--- src/sv/amsm_pkg.sv ---
// ----------------------------------------------------------------------------
// amsm_pkg
// Types and constants shared by the sensor min/max monitor files.
// ----------------------------------------------------------------------------
package amsm_pkg;

  // Reading kinds
  typedef enum logic [1:0] {
    OP_TEMP = 2'd0,
    OP_VOLT = 2'd1,
    OP_CURR = 2'd2,
    OP_RSVD = 2'd3
  } op_e;

  // Configuration register map (index = paddr[3:2])
  localparam int unsigned ADDR_W = 4;
  localparam logic [1:0] REG_MON_EN  = 2'd0;
  localparam logic [1:0] REG_DBL_CH  = 2'd1;
  localparam logic [1:0] REG_DBL_EN  = 2'd2;

  // Reciprocal of 125 for 18-bit dividends: q = (x * RECIP_125) >> RECIP_SHIFT
  localparam logic [18:0] RECIP_125   = 19'd268436;
  localparam int unsigned RECIP_SHIFT = 25;

  localparam logic [15:0] VALUE_MAX = 16'hFFFF;

  typedef struct packed {
    logic       mon_en;
    logic [3:0] dbl_ch;
    logic       dbl_en;
  } cfg_t;

  typedef struct packed {
    op_e                operation;
    logic [3:0]         channel;
    logic signed [31:0] whole_part;
    logic signed [20:0] micro_part;
    logic               read_failed;
  } item_t;

  // Converted reading handed to the record file
  typedef struct packed {
    logic        apply;
    op_e         kind;
    logic [15:0] value;
    logic [15:0] code;
  } conv_t;

  typedef struct packed {
    logic [15:0] latest;
    logic [15:0] minimum;
    logic [15:0] maximum;
    logic [15:0] scale;
  } rec_t;

  typedef struct packed {
    logic [3:0] channel;
    rec_t       rec;
    logic       updated;
  } result_t;

endpackage

--- src/sv/amsm_if.sv ---
// ----------------------------------------------------------------------------
// amsm_in_if / amsm_out_if
// Valid/ready channels for sensor readings and record results.
// ----------------------------------------------------------------------------
interface amsm_in_if;
  logic        valid;
  logic        ready;
  logic [1:0]  operation;
  logic [3:0]  channel;
  logic [31:0] whole_part;
  logic [20:0] micro_part;
  logic        read_failed;

  modport source (output valid, operation, channel, whole_part, micro_part, read_failed,
                  input ready);
  modport sink (input valid, operation, channel, whole_part, micro_part, read_failed,
                output ready);
endinterface

interface amsm_out_if;
  logic        valid;
  logic        ready;
  logic [3:0]  out_channel;
  logic [15:0] latest_value;
  logic [15:0] minimum_value;
  logic [15:0] maximum_value;
  logic [15:0] scale_code;
  logic        updated;

  modport source (output valid, out_channel, latest_value, minimum_value, maximum_value,
                  scale_code, updated, input ready);
  modport sink (input valid, out_channel, latest_value, minimum_value, maximum_value,
                scale_code, updated, output ready);
endinterface

--- src/sv/amsm_apb_regs.sv ---
// ----------------------------------------------------------------------------
// amsm_apb_regs
// APB configuration registers: monitor enable, doubled channel, doubling enable.
// ----------------------------------------------------------------------------
module amsm_apb_regs (
  input  logic                           clk_i,
  input  logic                           rst_ni,
  input  logic                           psel,
  input  logic                           penable,
  input  logic                           pwrite,
  input  logic [amsm_pkg::ADDR_W-1:0]    paddr,
  input  logic [31:0]                    pwdata,
  output logic [31:0]                    prdata,
  output logic                           pready,
  output amsm_pkg::cfg_t                 cfg_o
);
  import amsm_pkg::*;

  cfg_t       cfg_q;
  logic       wr_en;
  logic [1:0] reg_idx;

  assign pready  = 1'b1;
  assign wr_en   = psel && penable && pwrite;
  assign reg_idx = paddr[3:2];
  assign cfg_o   = cfg_q;

  // Write registers on the access phase
  always_ff @(posedge clk_i or negedge rst_ni) begin
    if (!rst_ni) begin
      cfg_q <= '0;
    end else if (wr_en) begin
      unique case (reg_idx)
        REG_MON_EN: cfg_q.mon_en <= pwdata[0];
        REG_DBL_CH: cfg_q.dbl_ch <= pwdata[3:0];
        REG_DBL_EN: cfg_q.dbl_en <= pwdata[0];
        default: ;
      endcase
    end
  end

  // Read back
  always_comb begin
    unique case (reg_idx)
      REG_MON_EN: prdata = {31'd0, cfg_q.mon_en};
      REG_DBL_CH: prdata = {28'd0, cfg_q.dbl_ch};
      REG_DBL_EN: prdata = {31'd0, cfg_q.dbl_en};
      default:    prdata = 32'd0;
    endcase
  end

endmodule

--- src/sv/amsm_convert.sv ---
// ----------------------------------------------------------------------------
// amsm_convert
// Turn one reading into a 16-bit record value and scale code.
// ----------------------------------------------------------------------------
module amsm_convert (
  input  amsm_pkg::item_t item_i,
  input  amsm_pkg::cfg_t  cfg_i,
  output amsm_pkg::conv_t conv_o
);
  import amsm_pkg::*;

  logic signed [41:0] whole_k;
  logic               m_neg;
  logic [20:0]        m_abs;
  logic [36:0]        q_prod;
  logic [11:0]        q_mag;
  logic signed [43:0] q_s;
  logic signed [43:0] milli;
  logic [31:0]        raw;
  logic [15:0]        rng_val;
  logic [15:0]        rng_code;
  logic [31:0]        dbl_raw;
  logic [15:0]        volt_val;
  logic               dbl_hit;

  // Milli-units: whole * 1000 + micro / 1000, truncated toward zero
  assign whole_k = $signed(item_i.whole_part) * $signed(42'sd1000);
  assign m_neg   = item_i.micro_part[20];
  assign m_abs   = m_neg ? 21'(-item_i.micro_part) : 21'(item_i.micro_part);
  assign q_prod  = 37'(m_abs[20:3]) * 37'(RECIP_125);
  assign q_mag   = q_prod[RECIP_SHIFT +: 12];
  assign q_s     = m_neg ? -$signed({32'd0, q_mag}) : $signed({32'd0, q_mag});
  assign milli   = 44'(whole_k) + q_s;

  // Autorange source: temperature in milli-units, current as whole part
  assign raw = (item_i.operation == OP_CURR) ? item_i.whole_part : milli[31:0];

  // Shift right until the upper half is clear; leading one picks the shift
  always_comb begin
    logic [4:0] shifts;
    shifts   = 5'd0;
    rng_code = 16'd0;
    for (int i = 0; i < 16; i++) begin
      if (raw[16+i]) begin
        shifts   = 5'(i + 1);
        rng_code = 16'd1 << i;
      end
    end
    rng_val = 16'(raw >> shifts);
  end

  // Voltage: clamp, or double on the configured channel
  assign dbl_hit = cfg_i.dbl_en && (item_i.channel == cfg_i.dbl_ch);
  assign dbl_raw = {milli[30:0], 1'b0};

  always_comb begin
    if (dbl_hit) begin
      volt_val = (|dbl_raw[31:16]) ? VALUE_MAX : dbl_raw[15:0];
    end else if (milli[43]) begin
      volt_val = 16'd0;
    end else begin
      volt_val = (|milli[42:16]) ? VALUE_MAX : milli[15:0];
    end
  end

  always_comb begin
    conv_o.apply = cfg_i.mon_en && !item_i.read_failed && (item_i.operation != OP_RSVD);
    conv_o.kind  = item_i.operation;
    if (item_i.operation == OP_VOLT) begin
      conv_o.value = volt_val;
      conv_o.code  = 16'd0;
    end else begin
      conv_o.value = rng_val;
      conv_o.code  = rng_code;
    end
  end

endmodule

--- src/sv/amsm_record.sv ---
// ----------------------------------------------------------------------------
// amsm_record
// Per-channel record file with read-modify-write and the result register.
// ----------------------------------------------------------------------------
module amsm_record #(
  parameter int unsigned CHANNELS = 16
) (
  input  logic                clk_i,
  input  logic                rst_ni,
  input  logic                fire_i,
  input  logic [3:0]          channel_i,
  input  amsm_pkg::conv_t     conv_i,
  output amsm_pkg::result_t   res_o
);
  import amsm_pkg::*;

  localparam int unsigned Depth = (CHANNELS < 16) ? CHANNELS : 16;
  localparam int unsigned IdxW  = (Depth > 1) ? $clog2(Depth) : 1;
  localparam logic [6:0]  ChanLim = 7'(CHANNELS);

  rec_t            store_q [Depth];
  result_t         res_q;
  result_t         res_d;
  rec_t            old_rec;
  rec_t            new_rec;
  logic            in_range;
  logic [IdxW-1:0] idx;

  assign in_range = {3'd0, channel_i} < ChanLim;
  assign idx      = channel_i[IdxW-1:0];
  assign old_rec  = in_range ? store_q[idx] : '0;

  // Update the record: track min/max, temperature resets on scale change
  always_comb begin
    logic [15:0] v;
    v       = conv_i.value;
    new_rec = old_rec;
    new_rec.latest = v;
    if (v > old_rec.maximum) begin
      new_rec.maximum = v;
    end
    if (old_rec.minimum == 16'd0 || v < old_rec.minimum) begin
      new_rec.minimum = v;
    end
    unique case (conv_i.kind)
      OP_TEMP: begin
        if (conv_i.code > old_rec.scale) begin
          new_rec.scale   = conv_i.code;
          new_rec.maximum = v;
        end else if (conv_i.code < old_rec.scale) begin
          new_rec.scale   = conv_i.code;
          new_rec.minimum = v;
        end
      end
      OP_CURR: new_rec.scale = conv_i.code;
      OP_VOLT: new_rec.scale = 16'd0;
      default: new_rec = old_rec;
    endcase
  end

  // Result as the record stands after this reading
  always_comb begin
    res_d.channel = channel_i;
    res_d.rec     = (in_range && conv_i.apply) ? new_rec : old_rec;
    res_d.updated = in_range && conv_i.apply && (new_rec != old_rec);
  end

  // Write back the record
  always_ff @(posedge clk_i or negedge rst_ni) begin
    if (!rst_ni) begin
      for (int i = 0; i < Depth; i++) begin
        store_q[i] <= '0;
      end
    end else if (fire_i && in_range && conv_i.apply) begin
      store_q[idx] <= new_rec;
    end
  end

  // Hold the result until taken
  always_ff @(posedge clk_i) begin
    if (fire_i) begin
      res_q <= res_d;
    end
  end

  assign res_o = res_q;

endmodule

--- src/sv/autorange_min_max_sensor_monitor_unit.sv ---
// ----------------------------------------------------------------------------
// autorange_min_max_sensor_monitor_unit
// Path: input word accepted into the input register, then conversion and record
//   update into the result register.
// Throughput: one word per cycle unless the result side stalls; the record read-modify-write closes in the same cycle.
// Reset: asynchronous, clears all records, configuration and valid flags.
// ----------------------------------------------------------------------------
module autorange_min_max_sensor_monitor_unit #(
  parameter int unsigned CHANNELS = 16
) (
  input  logic                        clk_i,
  input  logic                        rst_ni,
  amsm_in_if.sink                     in_i,
  amsm_out_if.source                  out_o,
  input  logic                        psel,
  input  logic                        penable,
  input  logic                        pwrite,
  input  logic [amsm_pkg::ADDR_W-1:0] paddr,
  input  logic [31:0]                 pwdata,
  output logic [31:0]                 prdata,
  output logic                        pready
);
  import amsm_pkg::*;

  cfg_t    cfg;
  item_t   item_q;
  logic    in_vld_q;
  logic    out_vld_q;
  logic    fire;
  logic    in_take;
  conv_t   conv;
  result_t res;

  amsm_apb_regs u_regs (
    .clk_i  (clk_i),
    .rst_ni (rst_ni),
    .psel   (psel),
    .penable(penable),
    .pwrite (pwrite),
    .paddr  (paddr),
    .pwdata (pwdata),
    .prdata (prdata),
    .pready (pready),
    .cfg_o  (cfg)
  );

  // Advance when the result register is free or being drained
  assign fire       = in_vld_q && (!out_vld_q || out_o.ready);
  assign in_i.ready = !in_vld_q || fire;
  assign in_take    = in_i.valid && in_i.ready;

  // Input register
  always_ff @(posedge clk_i or negedge rst_ni) begin
    if (!rst_ni) begin
      in_vld_q <= 1'b0;
    end else if (in_take) begin
      in_vld_q <= 1'b1;
    end else if (fire) begin
      in_vld_q <= 1'b0;
    end
  end

  always_ff @(posedge clk_i) begin
    if (in_take) begin
      item_q.operation   <= op_e'(in_i.operation);
      item_q.channel     <= in_i.channel;
      item_q.whole_part  <= in_i.whole_part;
      item_q.micro_part  <= in_i.micro_part;
      item_q.read_failed <= in_i.read_failed;
    end
  end

  amsm_convert u_conv (
    .item_i(item_q),
    .cfg_i (cfg),
    .conv_o(conv)
  );

  amsm_record #(.CHANNELS(CHANNELS)) u_rec (
    .clk_i    (clk_i),
    .rst_ni   (rst_ni),
    .fire_i   (fire),
    .channel_i(item_q.channel),
    .conv_i   (conv),
    .res_o    (res)
  );

  // Result valid flag
  always_ff @(posedge clk_i or negedge rst_ni) begin
    if (!rst_ni) begin
      out_vld_q <= 1'b0;
    end else if (fire) begin
      out_vld_q <= 1'b1;
    end else if (out_o.ready) begin
      out_vld_q <= 1'b0;
    end
  end

  assign out_o.valid         = out_vld_q;
  assign out_o.out_channel   = res.channel;
  assign out_o.latest_value  = res.rec.latest;
  assign out_o.minimum_value = res.rec.minimum;
  assign out_o.maximum_value = res.rec.maximum;
  assign out_o.scale_code    = res.rec.scale;
  assign out_o.updated       = res.updated;

endmodule

--- src/flat_wrapper.sv ---
// flat-port wrapper written by rule: the top's interface ports become plain ports
module autorange_min_max_sensor_monitor_unit_flat import amsm_pkg::*;
#(
  parameter int unsigned CHANNELS = 16
)
  (clk_i, rst_ni, psel, penable, pwrite, paddr, pwdata, prdata, pready, in_i_valid, in_i_operation, in_i_channel, in_i_whole_part, in_i_micro_part, in_i_read_failed, in_i_ready, out_o_valid, out_o_out_channel, out_o_latest_value, out_o_minimum_value, out_o_maximum_value, out_o_scale_code, out_o_updated, out_o_ready);
  amsm_in_if in_i_i ();
  amsm_out_if out_o_i ();
  input  logic clk_i;
  input  logic rst_ni;
  input  logic psel;
  input  logic penable;
  input  logic pwrite;
  input  logic [amsm_pkg::ADDR_W-1:0] paddr;
  input  logic [31:0] pwdata;
  output logic [31:0] prdata;
  output logic pready;
  input wire logic [$bits(in_i_i.valid)-1:0] in_i_valid;
  input wire logic [$bits(in_i_i.operation)-1:0] in_i_operation;
  input wire logic [$bits(in_i_i.channel)-1:0] in_i_channel;
  input wire logic [$bits(in_i_i.whole_part)-1:0] in_i_whole_part;
  input wire logic [$bits(in_i_i.micro_part)-1:0] in_i_micro_part;
  input wire logic [$bits(in_i_i.read_failed)-1:0] in_i_read_failed;
  output wire logic [$bits(in_i_i.ready)-1:0] in_i_ready;
  output wire logic [$bits(out_o_i.valid)-1:0] out_o_valid;
  output wire logic [$bits(out_o_i.out_channel)-1:0] out_o_out_channel;
  output wire logic [$bits(out_o_i.latest_value)-1:0] out_o_latest_value;
  output wire logic [$bits(out_o_i.minimum_value)-1:0] out_o_minimum_value;
  output wire logic [$bits(out_o_i.maximum_value)-1:0] out_o_maximum_value;
  output wire logic [$bits(out_o_i.scale_code)-1:0] out_o_scale_code;
  output wire logic [$bits(out_o_i.updated)-1:0] out_o_updated;
  input wire logic [$bits(out_o_i.ready)-1:0] out_o_ready;
  assign in_i_i.valid = in_i_valid;
  assign in_i_i.operation = in_i_operation;
  assign in_i_i.channel = in_i_channel;
  assign in_i_i.whole_part = in_i_whole_part;
  assign in_i_i.micro_part = in_i_micro_part;
  assign in_i_i.read_failed = in_i_read_failed;
  assign in_i_ready = in_i_i.ready;
  assign out_o_valid = out_o_i.valid;
  assign out_o_out_channel = out_o_i.out_channel;
  assign out_o_latest_value = out_o_i.latest_value;
  assign out_o_minimum_value = out_o_i.minimum_value;
  assign out_o_maximum_value = out_o_i.maximum_value;
  assign out_o_scale_code = out_o_i.scale_code;
  assign out_o_updated = out_o_i.updated;
  assign out_o_i.ready = out_o_ready;
  autorange_min_max_sensor_monitor_unit #(.CHANNELS(CHANNELS)) u_core (.clk_i(clk_i), .rst_ni(rst_ni), .in_i(in_i_i), .out_o(out_o_i), .psel(psel), .penable(penable), .pwrite(pwrite), .paddr(paddr), .pwdata(pwdata), .prdata(prdata), .pready(pready));
endmodule
--- config.mk ---
export PLATFORM = sky130hd
export DESIGN_NAME = autorange_min_max_sensor_monitor_unit_flat
export DESIGN_NICKNAME = d
export VERILOG_FILES = /design/src/sv/amsm_pkg.sv /design/src/sv/amsm_if.sv /design/src/sv/amsm_apb_regs.sv /design/src/sv/amsm_convert.sv /design/src/sv/amsm_record.sv /design/src/sv/autorange_min_max_sensor_monitor_unit.sv /design/src/flat_wrapper.sv
export SDC_FILE = /design/constraint.sdc
export NUM_CORES = 2
export LEC_CHECK = 0
export ABC_CLOCK_PERIOD_IN_PS = 21800
export BUFFER_PORTS_ARGS = -buffer_cell sky130_fd_sc_hd__buf_2
export CORE_ASPECT_RATIO = 2
export CORE_MARGIN = 2
export CORE_UTILIZATION = 50
export DETAILED_ROUTE_END_ITERATION = 6
export PLACE_DENSITY_LB_ADDON = 0.25
export SYNTH_ARGS = -nofsm -noshare
export SYNTH_HDL_FRONTEND = slang
export SYNTH_SLANG_ARGS = --single-unit
--- constraint.sdc ---
create_clock -name clk_i -period 21.8 [get_ports clk_i]
set_input_delay 1.09 -clock clk_i [delete_from_list [all_inputs] [get_ports clk_i]]
set_output_delay 1.09 -clock clk_i [all_outputs]
set_load 0.01 [all_outputs]
==> results.cfg <==
[floorplan]
floorplan.initialDensity = 0.503
core_region_area_mm2 = 0.140
floorplan.io_pins = 207
floorplan.die.width_um = 269
die_height_um = 535
dieArea_mm2 = 0.144
row_count = 194

[setup_path]
worstRegToRegCells = 67
crit_path_top_delay_cell = sky130_fd_sc_hd__o22ai_1
required_worst_endpoint_ns = 22.23
worst_path_largest_cell_delay_ns = 0.86
cp-end-kind = flip-flop
rr_endpoint = u_core.u_rec.res_o[0]
timing.rr.start = u_core.item_q[6]
most_repeated_library_cell_on_the_critical_path = sky130_fd_sc_hd__inv_1
worstPathMaxFanout = 27
path_class = reg -> reg
worst_ep_arrival_time_ns = 20.68
setup.worst_path.start_class = flip-flop
timing.reg2reg.setup_slack_ns = 1.56

[synth]
netlist_instances = 6984
yosysUniqueCellTypes = 127
post_synth_main_area_contributors = sky130_fd_sc_hd__dfrtp_1, sky130_fd_sc_hd__mux4_2, sky130_fd_sc_hd__nand2_1
yosysWarnings = 0
post_synth_instance_area_mm2 = 0.0704
synth.ff_latch_count = 1161
avgSynthCellArea_um2 = 10.1
dominantRegCellSynth = sky130_fd_sc_hd__dfrtp_1
synth_most_common_cell = sky130_fd_sc_hd__nand2_1
synth.top_cell.area_share = 0.367
edff_count_synth = 129
ys_seq_area_frac = 0.422
synthArstFlopShare = 0.889
post-synth-top-area-cell = sky130_fd_sc_hd__dfrtp_1
post_synth_most_frequent_cells = sky130_fd_sc_hd__nand2_1, sky130_fd_sc_hd__dfrtp_1, sky130_fd_sc_hd__o21ai_0

[drt]
wl_cell_um = 26.2
drcViolationCount = 4
routed_wire_length_mm = 234
post_drt_via_cell_ratio = 6.13
vias = 54606
detail-route-antenna-nets = 0
first_pass_iters = 7
initialDrtViolationCount = 4744

[timing]
tns_ns = 0
clock_skew_ns = 0.0426
worst_pin_slew_ns = 1.34
period_share = 0.929
timing.final.hold_violations = 0
maxSlewHeadroom = 0.0974
fin_crit_ns = 20.24
timing.final.max_slew_violations = 0
final-setup-viol-count = 0
hold_ws_ns = 0.406
fmax_ghz = 0.0494
rsz0062_at_grt = no

[clock_network]
cts_inserted_buffers = 103
cts.sinks = 1161
clkTransAtPathRegs_ns = 0.07
cts_resized = 0
cts_h_tree_depth = 3
cts_root_buf = sky130_fd_sc_hd__clkbuf_16
cts_max_path_buffers = 3
post_cts_buffers = 0
worstSkewPairLatency_ns = 0.76
cts_hold_buf = 0
clock_tree_from_tritoncts = yes

[global_routing]
vias_in_the_first_global_route = 56135
grt_first_pass_wirelength_mm = 351
grt_start_max_net_pins = 189
total_global_route_track_usage = 0.325
initial_antenna_violation_count = 7
globalRoute.totalOverflow = 0

[final_layout]
area.sequential_mm2 = 0.0297
final_layout_size_suffix_gt1_frac = 0.148
final.fill_count = 12392
fin_nets = 7546
multi_input_comb_area_mm2 = 0.0373
layout-area-overhead-vs-synth_pct = 8.83

[placement]
buffer_ports.inserted = 147
gp_congestion = 1.04
hpwl_mm = 163

[outcome]
violations = DRC
run_status = finished, violations left

[min_path]
holdCritPathClass = in -> async

[flow_run]
drv_cap = 0
-- how the worst max path moves through the flow --
stage                                start                     to  slack (ns)  cells past startpoint
after detailed placement  u_core.item_q[6]  u_core.u_rec.res_o[0]        2.16                     69
after floorplan           u_core.item_q[2]  u_core.u_rec.res_o[0]        5.77                     72
final                     u_core.item_q[6]  u_core.u_rec.res_o[0]        1.56                     67
after global routing      u_core.item_q[2]  u_core.u_rec.res_o[0]        0.57                     68
after CTS                 u_core.item_q[6]  u_core.u_rec.res_o[0]        2.03                     69
after global placement    u_core.item_q[6]  u_core.u_rec.res_o[0]        2.35                     69
-- worst max-delay path, delay by kind of cell, from the launching register on --
kind                     cells  cell delay, ns
AO/OA/AOI/OAI               24            8.12
flip-flops                   1            0.47
adder cells (fa/ha/maj)      9            3.47
buffers and inverters        9            0.98
XOR/XNOR                     3            0.62
AND/OR/NAND/NOR             21            5.93
multiplexers                 1            0.27
-- logic make-up after synthesis --
logic type | share of synthesized area
flip-flops | 0.422
AO/OA/AOI/OAI | 0.150
other | 0.000107
adder cells (fa/ha/maj) | 0.106
XOR/XNOR | 0.0175
multiplexers | 0.126
buffers and inverters | 0.0522
AND/OR/NAND/NOR | 0.126
-- cell type report --
| type | count | area share |
|---|---|---|
| antenna | 2 | 0.0000654 |
| inverter | 419 | 0.0205 |
| clock inverter | 45 | 0.00703 |
| timing repair buffer | 326 | 0.0279 |
| clock buffer | 148 | 0.0396 |
| tap | 1862 | 0.0304 |
| multi-input combinational | 4939 | 0.487 |
| sequential | 1161 | 0.388 |
-- placed cells by master (no fill, tap or decap), types with 80 or more instances in the layout --
cell type and n:
sky130_fd_sc_hd__dfrtp_1 1032, sky130_fd_sc_hd__buf_4 175, sky130_fd_sc_hd__xnor2_1 97, sky130_fd_sc_hd__nor3_1 86, sky130_fd_sc_hd__mux4_2 315, sky130_fd_sc_hd__o21ai_1 125, sky130_fd_sc_hd__mux2_2 99, sky130_fd_sc_hd__nor2_1 184
sky130_fd_sc_hd__clkbuf_16 105, sky130_fd_sc_hd__buf_2 146, sky130_fd_sc_hd__nand3_1 80, sky130_fd_sc_hd__fa_1 169, sky130_fd_sc_hd__edfxtp_1 129, sky130_fd_sc_hd__ha_1 321, sky130_fd_sc_hd__nand2_1 1422, sky130_fd_sc_hd__o21ai_0 909
sky130_fd_sc_hd__inv_1 410, sky130_fd_sc_hd__a21oi_1 184
-- per-stage QoR --
step	setup slack, ns	std cells	area [um2]	utilization
after detailed placement	2.16	8707	73000	0.522
after global placement	2.35	8707	73000	0.522
after global routing	0.568	8901	76600	0.548
final	1.56	8902	76600	0.548
after floorplan	5.77	7011	70500	-
after CTS	2.03	8900	76600	0.548
-- per-layer routing --
layer  wire (um)  up-vias  track usage  part of all wire
met5          21        -            0          0.000090
met2      117000     2101        0.567              0.50
met1       81500    27163        0.353              0.35
met3       12800      829       0.0460             0.055
met4       22000        4        0.262             0.094
li1            -    24509            -                 -
-- sequential cells by signal, summed over array words and instances (netlist names) --
signal / flops
u_core.u_regs.cfg_o: 6
u_core.in_vld_q: 1
u_core.u_rec.res_o: 69
u_core.u_rec.store_q: 1024
u_core.item_q: 60
u_core.out_o.valid: 1
Power is not shown: default switching activity piles up to over one toggle a cycle in this logic, so the estimate is an artifact.
